==> config.mk <==
export PLATFORM = sky130hd
export DESIGN_NAME = rpp_ctrl
export DESIGN_NICKNAME = d
export VERILOG_FILES = /design/src/rtl/rpp_pkg.sv /design/src/rtl/rpp_ctrl.sv
export SDC_FILE = /design/constraint.sdc
export NUM_CORES = 1
export LEC_CHECK = 0
export BUFFER_PORTS_ARGS = -buffer_cell sky130_fd_sc_hd__buf_2
export CAP_MARGIN = 30
export CORE_MARGIN = 2
export CORE_UTILIZATION = 63
export DETAILED_ROUTE_END_ITERATION = 8
export PLACE_DENSITY_LB_ADDON = 0.1
export RECOVER_POWER = 100
export SYNTH_ARGS = -nofsm -noshare
export SYNTH_HDL_FRONTEND = slang
export SYNTH_SLANG_ARGS = --single-unit
==> constraint.sdc <==
create_clock -name clk_i -period 7.6 [get_ports clk_i]
set_input_delay 2.28 -clock clk_i [delete_from_list [all_inputs] [get_ports clk_i]]
set_output_delay 2.28 -clock clk_i [all_outputs]
set_load 0.01 [all_outputs]
==> src/rtl/rpp_pkg.sv <==
// Package: payload types, register indexes, controller states and command types.
`default_nettype none
package rpp_pkg;
  localparam int unsigned WordBits = 32;
  localparam int unsigned FracBits = 16;
  localparam int unsigned AddrBits = 5;
  localparam int unsigned StepBits = 10;
  localparam int unsigned RegCount = 12;
  localparam int unsigned RegBits = 4;
  localparam int unsigned DivCycles = 48;
  localparam int unsigned SqrtCycles = 24;

  typedef logic signed [WordBits-1:0] word_t;

  typedef struct packed {
    word_t mom_x;
    word_t mom_y;
    word_t mom_z;
    word_t pos_x;
    word_t pos_y;
    word_t pos_z;
    logic  last_particle;
  } in_item_t;

  typedef struct packed {
    word_t new_mom_x;
    word_t new_mom_y;
    word_t new_mom_z;
    word_t new_pos_x;
    word_t new_pos_y;
    word_t new_pos_z;
    logic  sweep_end;
    logic  overflowed;
  } out_item_t;

  typedef enum logic [2:0] {
    REG_KICK_X = 3'd0,
    REG_KICK_Y = 3'd1,
    REG_KICK_Z = 3'd2,
    REG_ROT_X  = 3'd3,
    REG_ROT_Y  = 3'd4,
    REG_ROT_Z  = 3'd5,
    REG_STEPS  = 3'd6
  } reg_idx_e;

  // Register file slots: u0..2, r3..5, k6..8, b9..11, plus scratch slots.
  localparam logic [RegBits-1:0] SlotU = 4'd0;

  typedef enum logic [2:0] {
    OP_ADD,
    OP_SUB,
    OP_MUL,
    OP_DIV,
    OP_SQRT
  } alu_op_e;

  typedef enum logic [1:0] {
    SRC_REG,
    SRC_ONE,
    SRC_ACC
  } src_e;

  // One micro-instruction: dst = a op b.
  typedef struct packed {
    logic          valid;
    alu_op_e       op;
    src_e          src_a;
    logic [4:0]    reg_a;
    src_e          src_b;
    logic [4:0]    reg_b;
    logic [4:0]    reg_d;
  } uop_t;

  typedef struct packed {
    logic load;
    logic issue;
    uop_t uop;
    logic clear_ovf;
  } dp_cmd_t;

  typedef struct packed {
    logic busy;
    logic done;
  } dp_sts_t;

  typedef enum logic [2:0] {
    ST_IDLE,
    ST_ISSUE,
    ST_WAIT,
    ST_OUT
  } ctrl_state_e;

  // Multicycle unit state
  typedef enum logic [1:0] {
    MU_IDLE,
    MU_MUL,
    MU_DIV,
    MU_SQRT
  } mu_state_e;

  // Slot map (5-bit): 0-2 u, 3-5 r, 6-8 k, 9-11 b, 12-14 um, 15-17 t,
  // 18-20 s, 21-23 up, 24 g, 25 den, 26 tmp, 27 tmp2, 28 one, 29 acc.
  localparam int unsigned ProgLen = 64;

  function automatic uop_t mk(alu_op_e op, logic [4:0] a, logic [4:0] b, logic [4:0] d);
    uop_t u;
    u.valid = 1'b1;
    u.op    = op;
    u.src_a = SRC_REG;
    u.reg_a = a;
    u.src_b = SRC_REG;
    u.reg_b = b;
    u.reg_d = d;
    return u;
  endfunction

  // Program of one push, one micro-op per entry.
  function automatic uop_t prog(logic [5:0] pc);
    uop_t u;
    u = '0;
    case (pc)
      6'd0:  u = mk(OP_ADD, 5'd0, 5'd6, 5'd12);
      6'd1:  u = mk(OP_ADD, 5'd1, 5'd7, 5'd13);
      6'd2:  u = mk(OP_ADD, 5'd2, 5'd8, 5'd14);
      6'd3:  u = mk(OP_MUL, 5'd12, 5'd12, 5'd26);
      6'd4:  u = mk(OP_MUL, 5'd13, 5'd13, 5'd27);
      6'd5:  u = mk(OP_ADD, 5'd26, 5'd27, 5'd26);
      6'd6:  u = mk(OP_MUL, 5'd14, 5'd14, 5'd27);
      6'd7:  u = mk(OP_ADD, 5'd26, 5'd27, 5'd26);
      6'd8:  u = mk(OP_ADD, 5'd28, 5'd26, 5'd26);
      6'd9:  u = mk(OP_SQRT, 5'd26, 5'd26, 5'd24);
      6'd10: u = mk(OP_DIV, 5'd9, 5'd24, 5'd15);
      6'd11: u = mk(OP_DIV, 5'd10, 5'd24, 5'd16);
      6'd12: u = mk(OP_DIV, 5'd11, 5'd24, 5'd17);
      6'd13: u = mk(OP_MUL, 5'd15, 5'd15, 5'd26);
      6'd14: u = mk(OP_MUL, 5'd16, 5'd16, 5'd27);
      6'd15: u = mk(OP_ADD, 5'd26, 5'd27, 5'd26);
      6'd16: u = mk(OP_MUL, 5'd17, 5'd17, 5'd27);
      6'd17: u = mk(OP_ADD, 5'd26, 5'd27, 5'd26);
      6'd18: u = mk(OP_ADD, 5'd28, 5'd26, 5'd25);
      6'd19: u = mk(OP_ADD, 5'd15, 5'd15, 5'd26);
      6'd20: u = mk(OP_DIV, 5'd26, 5'd25, 5'd18);
      6'd21: u = mk(OP_ADD, 5'd16, 5'd16, 5'd26);
      6'd22: u = mk(OP_DIV, 5'd26, 5'd25, 5'd19);
      6'd23: u = mk(OP_ADD, 5'd17, 5'd17, 5'd26);
      6'd24: u = mk(OP_DIV, 5'd26, 5'd25, 5'd20);
      // up = um + um x t
      6'd25: u = mk(OP_MUL, 5'd13, 5'd17, 5'd26);
      6'd26: u = mk(OP_MUL, 5'd14, 5'd16, 5'd27);
      6'd27: u = mk(OP_SUB, 5'd26, 5'd27, 5'd26);
      6'd28: u = mk(OP_ADD, 5'd12, 5'd26, 5'd21);
      6'd29: u = mk(OP_MUL, 5'd14, 5'd15, 5'd26);
      6'd30: u = mk(OP_MUL, 5'd12, 5'd17, 5'd27);
      6'd31: u = mk(OP_SUB, 5'd26, 5'd27, 5'd26);
      6'd32: u = mk(OP_ADD, 5'd13, 5'd26, 5'd22);
      6'd33: u = mk(OP_MUL, 5'd12, 5'd16, 5'd26);
      6'd34: u = mk(OP_MUL, 5'd13, 5'd15, 5'd27);
      6'd35: u = mk(OP_SUB, 5'd26, 5'd27, 5'd26);
      6'd36: u = mk(OP_ADD, 5'd14, 5'd26, 5'd23);
      // u = um + up x s + k
      6'd37: u = mk(OP_MUL, 5'd22, 5'd20, 5'd26);
      6'd38: u = mk(OP_MUL, 5'd23, 5'd19, 5'd27);
      6'd39: u = mk(OP_SUB, 5'd26, 5'd27, 5'd26);
      6'd40: u = mk(OP_ADD, 5'd12, 5'd26, 5'd26);
      6'd41: u = mk(OP_ADD, 5'd26, 5'd6, 5'd0);
      6'd42: u = mk(OP_MUL, 5'd23, 5'd18, 5'd26);
      6'd43: u = mk(OP_MUL, 5'd21, 5'd20, 5'd27);
      6'd44: u = mk(OP_SUB, 5'd26, 5'd27, 5'd26);
      6'd45: u = mk(OP_ADD, 5'd13, 5'd26, 5'd26);
      6'd46: u = mk(OP_ADD, 5'd26, 5'd7, 5'd1);
      6'd47: u = mk(OP_MUL, 5'd21, 5'd19, 5'd26);
      6'd48: u = mk(OP_MUL, 5'd22, 5'd18, 5'd27);
      6'd49: u = mk(OP_SUB, 5'd26, 5'd27, 5'd26);
      6'd50: u = mk(OP_ADD, 5'd14, 5'd26, 5'd26);
      6'd51: u = mk(OP_ADD, 5'd26, 5'd8, 5'd2);
      // gamma of new u, then r += u / gamma
      6'd52: u = mk(OP_MUL, 5'd0, 5'd0, 5'd26);
      6'd53: u = mk(OP_MUL, 5'd1, 5'd1, 5'd27);
      6'd54: u = mk(OP_ADD, 5'd26, 5'd27, 5'd26);
      6'd55: u = mk(OP_MUL, 5'd2, 5'd2, 5'd27);
      6'd56: u = mk(OP_ADD, 5'd26, 5'd27, 5'd26);
      6'd57: u = mk(OP_ADD, 5'd28, 5'd26, 5'd26);
      6'd58: u = mk(OP_SQRT, 5'd26, 5'd26, 5'd24);
      6'd59: u = mk(OP_DIV, 5'd0, 5'd24, 5'd26);
      6'd60: u = mk(OP_ADD, 5'd3, 5'd26, 5'd3);
      6'd61: u = mk(OP_DIV, 5'd1, 5'd24, 5'd26);
      6'd62: u = mk(OP_ADD, 5'd4, 5'd26, 5'd4);
      6'd63: u = mk(OP_DIV, 5'd2, 5'd24, 5'd26);
      default: u = '0;
    endcase
    return u;
  endfunction

  // Final op of a push (entry 64) lives in the controller: r_z += tmp.
  localparam logic [5:0] LastPc = 6'd63;
endpackage
`default_nettype wire

==> src/rtl/rpp_ctrl.sv <==
// Controller: sequences the micro-program of one push per step.
`default_nettype none
module rpp_ctrl (
  input  wire logic                  clk_i,
  input  wire logic                  rst_ni,
  input  wire logic                  in_valid_i,
  output logic                       in_ready_o,
  output logic                       out_valid_o,
  input  wire logic                  out_ready_i,
  input  wire logic [rpp_pkg::StepBits-1:0] steps_i,
  output rpp_pkg::dp_cmd_t           cmd_o,
  input  wire rpp_pkg::dp_sts_t      sts_i
);
  import rpp_pkg::*;

  ctrl_state_e state_q, state_d;
  logic [6:0] pc_q, pc_d;
  logic [StepBits-1:0] step_q, step_d;

  always_ff @(posedge clk_i or negedge rst_ni) begin
    if (!rst_ni) begin
      state_q <= ST_IDLE;
      pc_q    <= '0;
      step_q  <= '0;
    end else begin
      state_q <= state_d;
      pc_q    <= pc_d;
      step_q  <= step_d;
    end
  end

  always_comb begin
    state_d = state_q;
    pc_d    = pc_q;
    step_d  = step_q;
    cmd_o   = '0;
    in_ready_o  = 1'b0;
    out_valid_o = 1'b0;
    case (state_q)
      ST_IDLE: begin
        in_ready_o = 1'b1;
        if (in_valid_i) begin
          cmd_o.load = 1'b1;
          pc_d   = '0;
          step_d = steps_i;
          state_d = (steps_i == '0) ? ST_OUT : ST_ISSUE;
        end
      end
      ST_ISSUE: begin
        if (sts_i.done) begin
          cmd_o.issue = 1'b1;
          if (pc_q == 7'd64) cmd_o.uop = mk(OP_ADD, 5'd5, 5'd26, 5'd5);
          else cmd_o.uop = prog(pc_q[5:0]);
          state_d = ST_WAIT;
        end
      end
      ST_WAIT: begin
        if (sts_i.done) begin
          if (pc_q == 7'd64) begin
            pc_d = '0;
            step_d = step_q - 1'b1;
            state_d = (step_q == StepBits'(1)) ? ST_OUT : ST_ISSUE;
          end else begin
            pc_d = pc_q + 7'd1;
            state_d = ST_ISSUE;
          end
        end
      end
      ST_OUT: begin
        out_valid_o = 1'b1;
        if (out_ready_i) state_d = ST_IDLE;
      end
      default: state_d = ST_IDLE;
    endcase
  end
endmodule
`default_nettype wire

### Word-level counts from Yosys, hierarchy flattened

Memory sizes are Yosys's and may differ from the RTL's.
Index checks and enable logic that the tools add are counted.

| word-level totals | value |
|---|---|
| memory bits (read-only) | 1152 |
| bits of input ports | 16 |
| word-level logic and storage cells | 45 |
| register bits after elaboration | 20 |
| memories | 1 |
| output and inout port bits | 28 |
| bits in latches | 0 |
| RAM bits | 0 |

Memories:

| memory | words | width | rd ports | clocked after Yosys merged registers in | write ports | RTL line | source |
|---|---|---|---|---|---|---|---|
| (no name shown) | 64 | 18 | 1 | 0 | 0 | rpp_pkg.sv:121 | `case (pc)` |

| cells by class | value |
|---|---|
| div/mod/pow operators | 0 |
| $mul | 0 |
| order comparisons | 0 |
| eq/ne operators | 10 |
| bitwise operators | 0 |
| muxes and demuxes | 23 |
| reductions and logical operators | 6 |
| add/sub/neg operators | 2 |
| shifts and indexed selects | 0 |

Operators by type and width:

| operator | number |
|---|---|
| 24-bit 2-to-1 mux | 2 |
| 10-bit 2-to-1 mux | 3 |
| 23-bit 2-to-1 mux | 1 |
| 7-bit 2-to-1 mux | 3 |
| 10-bit one-hot mux with 2 select lines | 1 |
| 7-bit one-hot mux with 2 select lines | 1 |
| 3-bit 2-to-1 mux | 4 |
| 3-bit one-hot mux with 4 select lines | 1 |
| 10-bit by 1-bit == test with 1-bit output (second input constant) | 1 |
| 10-bit zero test | 1 |
| 2-bit != test (second input constant) | 5 |
| 10-bit by 1-bit subtractor with 10-bit output (second input constant) | 1 |
| 4-bit AND reduction | 2 |
| 7-bit by 1-bit adder with 7-bit output (second input constant) | 1 |
| 7-bit == test (second input constant) | 1 |
| 3-bit by 2-bit == test with 1-bit output (second input constant) | 2 |
| 2-bit 2-to-1 mux | 3 |
| 1-bit 2-to-1 mux | 4 |
| 3-bit by 1-bit == test with 1-bit output (second input constant) | 1 |
| 3-bit zero test | 1 |
| 3-bit AND reduction | 1 |
| 2-bit nonzero test | 1 |

### Depth between registers and ports, before layout

| logic depth | value |
|---|---|
| depth in word-level cells | 5 |
| depth in mapped cells | 10 |
| depth with buffers taken out | 8 |

### Worst setup path before layout

Ideal clock, no wire load.

| timing | value |
|---|---|
| path kind | in2out |
| start point | input port sts_i[0] (netlist name) |
| end point | output port cmd_o[21] (netlist name) |
| stages | 4 |
| data required time | 5.320 ns |
| setup slack | 1.874 ns |
| arrival time | 3.446 ns |
| path buffers | 0 |
| cell sequence | nand3_2 -> inv_1 -> nand2_1 -> a2111oi_0 |

RTL lines:

| what | RTL line | source |
|---|---|---|
| start, declared | rpp_ctrl.sv:12 | `input wire rpp_pkg::dp_sts_t sts_i` |
| end, declared | rpp_ctrl.sv:11 | `output rpp_pkg::dp_cmd_t cmd_o,` |

==> impl_metrics.tcl <==
set metrics [dict create \
    route.detailed.vias_per_inst 6.777 \
    num_rows 24 \
    grtUsageTotal 0.3357 \
    intPower_w 0.0003140 \
    firstDrtPassIters 5 \
    wire_per_inst_um 18.20 \
    ys_seq_elements 19 \
    synthAdderAreaFrac 0.08027 \
    syn_area_mm2 0.002962 \
    async_reset_ff_frac 1.000 \
    yosys.area_share.simple 0.2653 \
    crit_path_cell_trace "clkbuf_1 > nand3_1 > inv_1 > nand2_1 > o21bai_1 > nor3_1 > clkbuf_1" \
    rr_endpoint "step_q[3]" \
    yosysTopAreaCell "dfrtp_1" \
    dieArea_mm2 0.005266 \
    nFillCells 432 \
    slew-limit-headroom 0.1521 \
    htreeDepth 1 \
    critPathLaunchType "input port" \
    vdd_ir_drop_max_uv 179.5 \
    synth.distinct_cells 64 \
    clkPwrFrac 0.104 \
    cts_root_buf "clkbuf_8" \
    synth_compound_area_frac 0.3397 \
    synth_top_family_by_area "compound AO/OA/AOI/OAI gates" \
    slowest_stage "nand3_1" \
    ys_top_cells_by_area "dfrtp_1 (16%), ha_1 (8.0%), a21oi_1 (7.1%)" \
    power.leakage_nw 1.098 \
    period_share 0.8282 \
    comb_power_share 0.603 \
    worstMarginPinSlew_ns 1.272 \
    fin_tns_setup_ns 0 \
    start_util 0.6664 \
    gp_congestion 0.9586 \
    synth_most_common_cell "nand2_1" \
    grt_overflow 0 \
    die_w_um 72.57 \
    drtIter0Drc 509 \
    multiInputGateArea_mm2 0.002162 \
    reg2reg_from "pc_q[0]" \
    coreArea_mm2 0.004444 \
    synthXorXnorAreaFrac 0.01479 \
    place_area_mm2 0.002984 \
    drt_wl_total_um 8663 \
    netlist_instances 422 \
    fmax_ghz 0.1589 \
    hold_depth 1 \
    p_per_area_mw_per_mm2 222.7 \
    final-seq-area_um2 476.7 \
    switchingPower_w 0.0003497 \
    grt_pass1_wl_um 14090 \
    fin_crit_ns 6.294 \
    grt_pass1_vias 2819 \
    grt_setup_unrepaired "no" \
    seqPwrFrac 0.293 \
    hold_class "reg2reg" \
    clk_latency_ns 0.26 \
    fin_nets 460 \
    cts_max_path_buffers 2 \
    drc 0 \
    cts.sinks 19 \
    die_height_um 72.57 \
    synth_commonest_cells "nand2_1 (48), a21oi_1 (42), o21ai_0 (34)" \
    antenna_cells 0 \
    ios 44 \
    holdCritStartpoint "step_q[6]" \
    path_max_fanout 10 \
    ant_nets 0 \
    reg2reg_depth 6 \
    synth_flop_cell "dfrtp_1" \
    final_area_mm2 0.002980 \
    critical_path_class "in2out" \
    cp_common_cell "clkbuf_1" \
    slowest_delay_ns 0.39 \
    ff2ff_setup_slack_ns 3.91 \
    muxShareOfSynthArea 0.03042 \
    finClkSkew_ns 0.005992 \
    setup_viol 0 \
    cts.clk_slew.worst_paths_ns 0.07 \
    syn_avg_cell_area_um2 7.018 \
    vias 3226 \
    yosys.area.top_type_share 0.1605 \
    synth_edf_count 0 \
    hold-path-endpoint "step_q[6]" \
    tritoncts "built" \
    hold_violations 0 \
    status "finished clean" \
    cts-hold-fix-buffers 0 \
    drive_above_1_share 0.06840 \
    required_ns 5.32 \
    total_power_w 0.0006637 \
    cap_violations 0 \
    place_hpwl_um 5868 \
    post-cts-setup-buffers 0 \
    slew_violations 0 \
    fin_util 0.6706 \
    area_growth_pct 0.6338 \
    cts_inserted_buffers 3 \
    worstPathArrival_ns 4.01 \
    grt_max_degree 65 \
    antenna_found_initial 0 \
    io_buffers 37 \
    seq_area_frac_synth 0.1605 \
    cts_resized 0 \
    yosys_warnings 0 \
    netSwitchingFraction 0.5269 \
    end_kind "primary output" \
]
power by group through the flow:
| stage | Combinational [W] | Sequential [W] | Clock [W] |
|---|---|---|---|
| 2_1_floorplan | 0.000345 | 0.000161 | 0 |
| 5_1_grt | 0.000443 | 0.000200 | 0.0000742 |
| 4_1_cts | 0.000399 | 0.000193 | 0.0000705 |
| 3_3_place_gp | 0.000390 | 0.000193 | 0 |
| 3_5_place_dp | 0.000398 | 0.000194 | 0 |
| 6_report | 0.000400 | 0.000195 | 0.0000688 |
flip-flops by register name (all words and copies together) (netlist names):
| signal | count |
|---|---|
| pc_q | 7 |
| state_q | 2 |
| step_q | 10 |
worst max-delay path, delay by kind of cell:
| kind | cells | cell delay [ns] |
|---|---|---|
| AOI/OAI and AO/OA | 1 | 0.30 |
| and+or+nand+nor | 3 | 0.91 |
| buffers and inverters | 3 | 0.53 |
worst max path at each step:
stage | endpoint | startpoint | cells after the start
2_1_floorplan | cmd_o[21] | sts_i[0] | 4
5_1_grt | cmd_o[4] | sts_i[0] | 7
3_3_place_gp | cmd_o[21] | sts_i[0] | 6
3_5_place_dp | cmd_o[21] | sts_i[0] | 6
6_report | cmd_o[4] | sts_i[0] | 7
4_1_cts | cmd_o[21] | sts_i[0] | 6
cells in the final DEF, fill, tap and decap left out, drive strengths merged, types with 9 or more instances in the layout:
master and count:
a21oi 43, buf 17, inv 12, nand2b 10, nor3 20, o21ai 36
ha 19, dfrtp 19, nor2 30, nand2 48, nor2b 10, clkbuf 27
a211oi 10, mux2i 9, nand3 11
area by class of cell:
class                           instances  area share
Clock buffer                            3     0.01385
Clock inverter                          1    0.001679
Timing Repair Buffer                   41     0.06213
Sequential cell                        19      0.1599
Tap cell                               52     0.02183
Multi-Input combinational cell        348      0.7254
Inverter                               12     0.01511
metrics by stage:
step                      hold slack, ns  std cells  worst slack [ns]
after CTS                         0.4912        476             1.572
after global placement            0.4752        472             1.631
after detailed placement          0.4743        472             1.573
final                             0.4900        476             1.306
after global routing              0.5366        476             1.201
after floorplan                   0.4497        426             1.874
per-layer routing:
| layer | up-vias | routed length, µm | global-route usage |
|---|---|---|---|
| met5 | - | 0 | 0 |
| met4 | 0 | 162 | 0.08436 |
| met3 | 20 | 1056 | 0.07917 |
| met1 | 1434 | 3784 | 0.4987 |
| met2 | 213 | 3660 | 0.4879 |
| li1 | 1559 | - | - |
logic make-up after synthesis:
| group | after synthesis |
|---|---|
| AO/OA/AOI/OAI | 154 |
| XOR/XNOR | 5 |
| adder cells (fa/ha/maj) | 19 |
| buffers and inverters | 59 |
| flip-flops | 19 |
| multiplexers | 9 |
| other | 1 |
| AND/OR/NAND/NOR | 156 |
Power figures use the tool's default switching activity.
